==> src/kfilt_pkg.sv <==
// Shared types and constants of the 3x3 kernel image filter.
// Used by every module of the block; depends on nothing.
package kfilt_pkg;

  localparam int MAX_WIDTH_DEF = 1024;
  localparam int MAX_HEIGHT    = 4096;

  localparam int PIX_W     = 8;
  localparam int COL_W     = 10;
  localparam int ROW_W     = 12;
  localparam int IMG_W_W   = 11;
  localparam int IMG_H_W   = 13;
  localparam int CFG_IDX_W = 2;
  localparam int CFG_DAT_W = 13;
  localparam int SUM_W     = 13;
  localparam int OUT_DAT_W = 32;

  localparam logic [CFG_IDX_W-1:0] CFG_FILTER = 2'd0;
  localparam logic [CFG_IDX_W-1:0] CFG_WIDTH  = 2'd1;
  localparam logic [CFG_IDX_W-1:0] CFG_HEIGHT = 2'd2;

  localparam logic [2:0]         FILTER_RESET = 3'd1;
  localparam logic [IMG_W_W-1:0] WIDTH_RESET  = 11'd256;
  localparam logic [IMG_H_W-1:0] HEIGHT_RESET = 13'd256;

  // box average: floor(S * 11111 / 100000), estimated then corrected by one step
  localparam int BOX_NUM    = 11111;
  localparam int BOX_DEN    = 100000;
  localparam int BOX_RECIP  = 7281;
  localparam int BOX_SHIFT  = 16;
  // exact floor(x / 3) for x up to 765
  localparam int DIV3_RECIP = 683;
  localparam int DIV3_SHIFT = 11;

  typedef enum logic [2:0] {
    FILT_BOX       = 3'd0,
    FILT_GAUSS     = 3'd1,
    FILT_PREWITT_X = 3'd2,
    FILT_PREWITT_Y = 3'd3,
    FILT_SOBEL_X   = 3'd4,
    FILT_SOBEL_Y   = 3'd5,
    FILT_LAPLACE   = 3'd6,
    FILT_SHARPEN   = 3'd7
  } filt_sel_e;

  // entry i is tap i of the window, row-major, top-left first
  typedef logic [8:0][PIX_W-1:0] window_t;

  typedef struct packed {
    logic [COL_W-1:0] col;
    logic [ROW_W-1:0] row;
    logic             last;
  } meta_t;

endpackage

==> src/kfilt_calc.sv <==
// Kernel arithmetic of the 3x3 image filter: weighted sum, scaling, output register.
// Three register stages behind the window; uses kfilt_pkg.
module kfilt_calc (
  input  logic                        clk_i,
  input  logic                        rst_ni,
  input  logic                        adv_i,
  input  logic                        valid_i,
  input  kfilt_pkg::meta_t            meta_i,
  input  kfilt_pkg::window_t          window_i,
  input  kfilt_pkg::filt_sel_e        sel_i,
  output logic                        out_valid_o,
  output logic [kfilt_pkg::PIX_W-1:0] out_pixel_o,
  output kfilt_pkg::meta_t            out_meta_o
);

  localparam int SW = kfilt_pkg::SUM_W;
  localparam int PW = kfilt_pkg::PIX_W;
  localparam int MW = 25;

  logic signed [SW-1:0] p [9];
  logic signed [SW-1:0] nb;
  logic signed [SW-1:0] sum_d;

  logic                 a_valid_q;
  logic signed [SW-1:0] a_sum_q;
  kfilt_pkg::filt_sel_e a_sel_q;
  kfilt_pkg::meta_t     a_meta_q;

  logic [SW-2:0] mag;
  logic [MW-1:0] box_prod;
  logic [MW-1:0] box_est;
  logic [19:0]   div3;
  logic [PW-1:0] val_d;

  logic             b_valid_q;
  logic             b_box_q;
  logic [MW-1:0]    b_prod_q;
  logic [PW-1:0]    b_q0_q;
  logic [PW-1:0]    b_val_q;
  kfilt_pkg::meta_t b_meta_q;

  logic [MW-1:0] box_back;
  logic [MW-1:0] box_rem;
  logic [PW-1:0] pix_d;

  logic             o_valid_q;
  logic [PW-1:0]    o_pixel_q;
  kfilt_pkg::meta_t o_meta_q;

  always_comb begin
    for (int i = 0; i < 9; i++) begin
      p[i] = $signed({{(SW-PW){1'b0}}, window_i[i]});
    end
    nb = p[0] + p[1] + p[2] + p[3] + p[5] + p[6] + p[7] + p[8];
    case (sel_i)
      kfilt_pkg::FILT_BOX:       sum_d = nb + p[4];
      kfilt_pkg::FILT_GAUSS:     sum_d = p[0] + (p[1] <<< 1) + p[2] + (p[3] <<< 1)
                                       + (p[4] <<< 2) + (p[5] <<< 1) + p[6]
                                       + (p[7] <<< 1) + p[8];
      kfilt_pkg::FILT_PREWITT_X: sum_d = (p[2] + p[5] + p[8]) - (p[0] + p[3] + p[6]);
      kfilt_pkg::FILT_PREWITT_Y: sum_d = (p[6] + p[7] + p[8]) - (p[0] + p[1] + p[2]);
      kfilt_pkg::FILT_SOBEL_X:   sum_d = (p[2] + (p[5] <<< 1) + p[8])
                                       - (p[0] + (p[3] <<< 1) + p[6]);
      kfilt_pkg::FILT_SOBEL_Y:   sum_d = (p[6] + (p[7] <<< 1) + p[8])
                                       - (p[0] + (p[1] <<< 1) + p[2]);
      kfilt_pkg::FILT_LAPLACE:   sum_d = (p[4] <<< 3) - nb;
      kfilt_pkg::FILT_SHARPEN:   sum_d = (p[4] <<< 3) + p[4] - nb;
      default:                   sum_d = '0;
    endcase
  end

  always_comb begin
    mag      = a_sum_q[SW-1] ? (SW-1)'(-a_sum_q) : a_sum_q[SW-2:0];
    box_prod = MW'(a_sum_q[SW-2:0]) * MW'(kfilt_pkg::BOX_NUM);
    box_est  = MW'(a_sum_q[SW-2:0]) * MW'(kfilt_pkg::BOX_RECIP);
    div3     = 20'(mag[9:0]) * 20'(kfilt_pkg::DIV3_RECIP);
    case (a_sel_q)
      kfilt_pkg::FILT_GAUSS:     val_d = a_sum_q[11:4];
      kfilt_pkg::FILT_PREWITT_X: val_d = div3[kfilt_pkg::DIV3_SHIFT +: PW];
      kfilt_pkg::FILT_PREWITT_Y: val_d = div3[kfilt_pkg::DIV3_SHIFT +: PW];
      kfilt_pkg::FILT_SOBEL_X:   val_d = mag[9:2];
      kfilt_pkg::FILT_SOBEL_Y:   val_d = mag[9:2];
      kfilt_pkg::FILT_LAPLACE:   val_d = mag[10:3];
      kfilt_pkg::FILT_SHARPEN: begin
        if (a_sum_q[SW-1]) begin
          val_d = '0;
        end else if (a_sum_q[SW-2:PW] != '0) begin
          val_d = '1;
        end else begin
          val_d = a_sum_q[PW-1:0];
        end
      end
      default:                   val_d = '0;
    endcase
  end

  always_comb begin
    box_back = MW'(b_q0_q) * MW'(kfilt_pkg::BOX_DEN);
    box_rem  = b_prod_q - box_back;
    if (b_box_q) begin
      pix_d = (box_rem >= MW'(kfilt_pkg::BOX_DEN)) ? b_q0_q + PW'(1) : b_q0_q;
    end else begin
      pix_d = b_val_q;
    end
  end

  always_ff @(posedge clk_i or negedge rst_ni) begin
    if (!rst_ni) begin
      a_valid_q <= 1'b0;
      b_valid_q <= 1'b0;
      o_valid_q <= 1'b0;
    end else if (adv_i) begin
      a_valid_q <= valid_i;
      b_valid_q <= a_valid_q;
      o_valid_q <= b_valid_q;
    end
  end

  always_ff @(posedge clk_i) begin
    if (adv_i) begin
      a_sum_q   <= sum_d;
      a_sel_q   <= sel_i;
      a_meta_q  <= meta_i;
      b_box_q   <= (a_sel_q == kfilt_pkg::FILT_BOX);
      b_prod_q  <= box_prod;
      b_q0_q    <= box_est[kfilt_pkg::BOX_SHIFT +: PW];
      b_val_q   <= val_d;
      b_meta_q  <= a_meta_q;
      o_pixel_q <= pix_d;
      o_meta_q  <= b_meta_q;
    end
  end

  assign out_valid_o = o_valid_q;
  assign out_pixel_o = o_pixel_q;
  assign out_meta_o  = o_meta_q;

endmodule

==> config.mk <==
export PLATFORM = sky130hd
export DESIGN_NAME = kfilt_calc
export DESIGN_NICKNAME = d
export VERILOG_FILES = /design/src/kfilt_pkg.sv /design/src/kfilt_calc.sv
export SDC_FILE = /design/constraint.sdc
export NUM_CORES = 1
export LEC_CHECK = 0
export BUFFER_PORTS_ARGS = -buffer_cell sky130_fd_sc_hd__clkbuf_2
export CORE_MARGIN = 2
export CORE_UTILIZATION = 35
export CTS_BUF_LIST = sky130_fd_sc_hd__clkbuf_8
export DETAILED_ROUTE_END_ITERATION = 6
export PLACE_DENSITY_LB_ADDON = 0.08
export SYNTH_ARGS = -nofsm -noshare
export SYNTH_HDL_FRONTEND = slang
export SYNTH_SLANG_ARGS = --single-unit
==> constraint.sdc <==
create_clock -name clk_i -period 8 [get_ports clk_i]
set_clock_uncertainty 0.1 [all_clocks]
set_input_delay 1.2 -clock clk_i [delete_from_list [all_inputs] [get_ports clk_i]]
set_output_delay 1.2 -clock clk_i [all_outputs]
set_load 0.02 [all_outputs]
==> results of run 1 <==
-- through the flow --
stage	instance area (um2)	setup WS (ns)
4_1_cts	24110	0.5873
2_1_floorplan	21980	0.8526
5_1_grt	24110	0.2246
3_5_place_dp	23740	0.05271
6_report	24110	0.5711
3_3_place_gp	23740	0.1603
-- cell type report --
cell class                      count  share of cell area (%)
Clock buffer                       17                  0.9704
Clock inverter                     15                  0.5552
Inverter                          389                   6.056
Multi-Input combinational cell   1517                   68.38
Sequential cell                   133                   16.50
Tap cell                          837                   4.343
Timing Repair Buffer              146                   3.191
-- metal layers --
metal | vias up | share of wire [%]
met5 | - | 0.045
met4 | 4 | 1.9
met3 | 51 | 2.0
met2 | 224 | 53
met1 | 7232 | 43
li1 | 7267 | -
-- path summary, 6_finish.rpt --
check	endpoint	slack, ns	depth (start not counted)
worst max-delay path	a_sum_q[11]	0.57	25
worst min-delay path	out_meta_o[1]	0.32	0
worst max register to register	out_pixel_o[0]	0.97	26
worst min register to register	out_meta_o[1]	0.32	0
max in group asynchronous	a_valid_q	7.28	1
min in group asynchronous	b_valid_q	0.41	1
-- cell families (layout without fill, tap and decap cells) --
kind of cell / count (synthesis) / count (layout) / share of synthesized area [%]
and+or+nand+nor: 267 / 267 / 6.051
adders and majority gates: 697 / 697 / 50.37
buffers and inverters: 403 / 567 / 6.882
DFF: 133 / 133 / 18.10
AOI/OAI and AO/OA: 393 / 393 / 11.97
xor gates and xnor gates: 151 / 151 / 6.148
muxes: 9 / 9 / 0.4782
-- placed cells by master (no fill, tap or decap), types with 21 or more instances in the layout --
cell type  synthesis  routed
a21o_1            41      41
a21oi_1          120     120
clkbuf_2           0     132
edfxtp_1         130     130
fa_1             313     313
ha_1             384     384
inv_1            389     389
nand2_1           64      64
nand3_1           21      21
nor2_1            70      70
o21ai_0           49      49
o21bai_1          39      39
xnor2_1          105     105
xor2_1            43      43
-- registers in the layout, indices dropped and copies added, names as in the netlist --
name and count:
a_meta_q 23, out_pixel_o 8, b_prod_q 20, b_q0_q 8, b_valid_q 1, a_sel_q 3, b_meta_q 23, b_val_q 8
out_valid_o 1, out_meta_o 23, a_sum_q 13, a_valid_q 1, b_box_q 1
==> flow_summary.yaml, run 1 <==
outcome:
  status: "completed"
yosys:
  seq_area_frac_synth_pct: 18.10
  ys_ff_latch: 133
  yosys_warnings: 0
  ys_top_cells_by_count: "inv_1, ha_1, fa_1, edfxtp_1, a21oi_1"
  synth.largest_area_cell: "fa_1"
  synth_top_area_share_pct: 28.51
  synth-edff-count: 130
  synthTopCellsByArea: "fa_1, ha_1, edfxtp_1, inv_1, xnor2_1"
  async_flop_share_pct: 2.256
  synth.most_common_cell: "inv_1"
  avgSynthCellArea_um2: 10.71
  yosys_most_used_dff: "edfxtp_1"
  synth_cell_types: 83
  netlist_instances: 2053
  synth_nets: 2852
  synth_area_um2: 21980
global_routing:
  grt_max_degree: 85
  grt_pass1_vias: 16490
  met3_usage_pct: 1.562
  met2_usage_pct: 34.14
  grtUsageMet1_pct: 22.22
  top_usage_layer: "met2"
  grt_pass1_wl_um: 89400
  grt_overflow_total: 0
  antenna_found_initial: 2
  grt_use_total_pct: 18.08
finish:
  seqCellArea_um2: 3979
  multi_input_area_um2: 16490
  synthToLayoutAreaGrowth_pct: 9.700
  fillers: 6204
  fin_cells: 3054
  antenna_cells: 0
  fin_util_pct: 38.93
  final_layout_size_suffix_gt1_share_pct: 9.562
  fin_nets: 3003
placement:
  place.gp.congestion: 0.8638
  dp_hpwl_um: 49420
  dp.cells: 3022
  port-buffer-count: 133
clocking:
  clock-sinks: 133
  cts_setup_buffers: 0
  numCtsBuffers: 17
  cts_resized: 0
  clkTransAtPathRegs_ns: 0.10
  tritoncts: "yes"
  clockBufferDepth: 2
  clk-insertion-delay-late_ns: 0.48
  cts-hold-fix-buffers: 0
  htreeDepth: 4
  cts_root_buf: "clkbuf_8"
routing:
  vias: 14780
  drc: 0
  wl_per_cell_um: 18.33
  detail-route-antenna-nets: 0
  drt_iter0_markers: 568
  vias_per_cell: 4.839
  totalWireLength_um: 55990
  dr.pass1.iters: 5
sta:
  period_needed_ns: 7.429
  slew-limit-headroom_pct: 44.73
  drv_slew: 0
  fmax_ghz: 0.1346
  grt_setup_unrepaired: "false"
  setup_violations: 0
  hold_viol_final: 0
  tightest_slew_ns: 0.8273
  fin_setup_tns_ns: 0
  hold_slack_ns: 0.3165
  period_share_pct: 92.86
min_path:
  hold_path_startpoint: "b_meta_q[1]"
  hold_path.class: "register to register"
floorplanning:
  die_area_um2: 64820
  die_x_um: 254.6
  io_pins: 134
  coreArea_um2: 61940
  initial_core_util_pct: 35.49
  die_height_um: 254.6
  rows: 91
critical_path:
  arrival_ns: 7.53
  crit_type: "primary input to register"
  crit_required_ns: 8.10
  end_kind: "register"
  crit_buf_inv: 5
  startpoint_type: "primary input"
  r2r_start: "b_q0_q[4]"
  crit_slowest_cell: "fa_1"
  worstSetupStartpoint: "window_i[17]"
  cp_max_fo: 4
  worst_path_dominant_cell_family: "adder cells"
  slowest_delay_ns: 0.54
run:
  drv_cap: 0
Power of run 1 is left out: the tool's default activity adds up to more than one toggle a clock period on the data nets, which glitch-free logic cannot reach.
==> run 2, diff against run 1 <==
==> constraint.sdc (replaced) <==
create_clock -name clk_i -period 8 [get_ports clk_i]
set_clock_uncertainty 0.1 [all_clocks]
set_input_delay 0.8 -clock clk_i [delete_from_list [all_inputs] [get_ports clk_i]]
set_output_delay 0.8 -clock clk_i [all_outputs]
set_load 0.02 [all_outputs]
==> flow_summary.yaml, run 2 (same netlist as run 1, synthesis figures left out) <==
outcome:
  status: "completed"
sta:
  slew-limit-headroom_pct: 47.31
  fmax_ghz: 0.1401
  hold_viol_final: 0
  period_needed_ns: 7.135
  grt_setup_unrepaired: "false"
  setup_violations: 0
  tightest_slew_ns: 0.7886
  period_share_pct: 89.19
  drv_slew: 0
  worst_slack_ns: 0.8646
  fin_setup_tns_ns: 0
floorplanning:
  die_height_um: 254.6
  initial_core_util_pct: 35.49
  rows: 91
  coreArea_um2: 61940
  io_pins: 134
  die_area_um2: 64820
  die_x_um: 254.6
routing:
  drt_iter0_markers: 547
  drc: 0
  dr.pass1.iters: 5
  vias: 14740
  vias_per_cell: 4.830
  wl_per_cell_um: 18.42
  totalWireLength_um: 56190
  detail-route-antenna-nets: 0
placement:
  dp.cells: 3019
  dp_hpwl_um: 49410
  place.gp.congestion: 0.8756
  pre_cts_ws_ns: 0.3289
  port-buffer-count: 133
finish:
  synthToLayoutAreaGrowth_pct: 10.05
  fin_cells: 3051
  fin_nets: 3001
  final_layout_size_suffix_gt1_share_pct: 9.395
  layout_common_cells: "inv_1, ha_1, fa_1, clkbuf_2, edfxtp_1"
  final_common_cell: "inv_1"
  fin_util_pct: 39.05
  antenna_cells: 0
critical_path:
  worst_path_dominant_cell_family: "adder cells"
  slowest_delay_ns: 0.54
  startpoint_type: "primary input"
  end_kind: "register"
  crit_buf_inv: 5
  cp_max_fo: 4
  crit_slowest_cell: "fa_1"
  arrival_ns: 7.22
  crit_required_ns: 8.09
  crit_type: "primary input to register"
clocking:
  htreeDepth: 4
  cts-hold-fix-buffers: 1
  clock-sinks: 133
  tritoncts: "yes"
  clockBufferDepth: 2
  clk-insertion-delay-late_ns: 0.47
  cts_setup_buffers: 0
  numCtsBuffers: 17
  cts_root_buf: "clkbuf_8"
  cts_resized: 0
  clkTransAtPathRegs_ns: 0.08
global_routing:
  antenna_found_initial: 2
  grt_pass1_vias: 16370
  grt_use_total_pct: 18.20
  grt_overflow_total: 0
  grt_max_degree: 77
  grt_pass1_wl_um: 90280
run:
  drv_cap: 0
min_path:
  hold_path.class: "register to register"
run 2: changes by cell type in the layout (fill, tap and decap cells not counted):
cell / before / now
clkinv_4: 4 / 3
dlygate4sd3_1: 0 / 1
buf_4: 13 / 10
bufinv_16: 0 / 5
inv_8: 4 / 1
inv_6: 5 / 3
run 2: final cells by class:
cell class	count	area [um2]
well taps	837	1047
inverters	389	1460
flip-flops and latches	133	3979
clock buffers	17	234.0
repair buffers	144	757.0
multi-input cells	1517	16490
clock inverters	14	224.0
fillers	6265	37750
run 2: stage by stage:
stage | hold slack (ns) | instance area (um2)
global placement | 0.3014 | 23720
finish | 0.3131 | 24190
detailed placement | 0.3045 | 23720
floorplan | 0.3003 | 21980
CTS | 0.3135 | 24190
global route | 0.3244 | 24190
run 2: worst paths after layout:
path                         startpoint              to  slack [ns]  depth (start not counted)
setup / recovery            window_i[1]     a_sum_q[11]        0.86                         25
hold / removal             a_meta_q[18]    b_meta_q[18]        0.31                          0
setup reg to reg              b_q0_q[4]  out_pixel_o[0]        0.99                         29
hold reg to reg            a_meta_q[18]    b_meta_q[18]        0.31                          0
max in group asynchronous        rst_ni     out_valid_o        7.14                          2
min in group asynchronous        rst_ni       b_valid_q        0.56                          2
run 2: routing by layer:
metal | vias to the layer above | part of all wire, % | GRT usage (%)
li1 | 7257 | - | -
met1 | 7232 | 43 | 22.75
met2 | 204 | 53 | 34.15
met3 | 39 | 2.3 | 1.633
met4 | 4 | 1.4 | 3.459
met5 | - | 0.059 | 0
run 2: worst reg2reg max path, delay by kind of cell (launching register included):
kind            cells  cell delay, ns
simple gates        5            0.92
flops               1            0.54
mux                 1            0.26
xor+xnor            1            0.16
fa+ha+maj           6            2.31
compound gates     13            2.30
buf+inv             3            0.19
Power of run 2 is left out for the same reason.
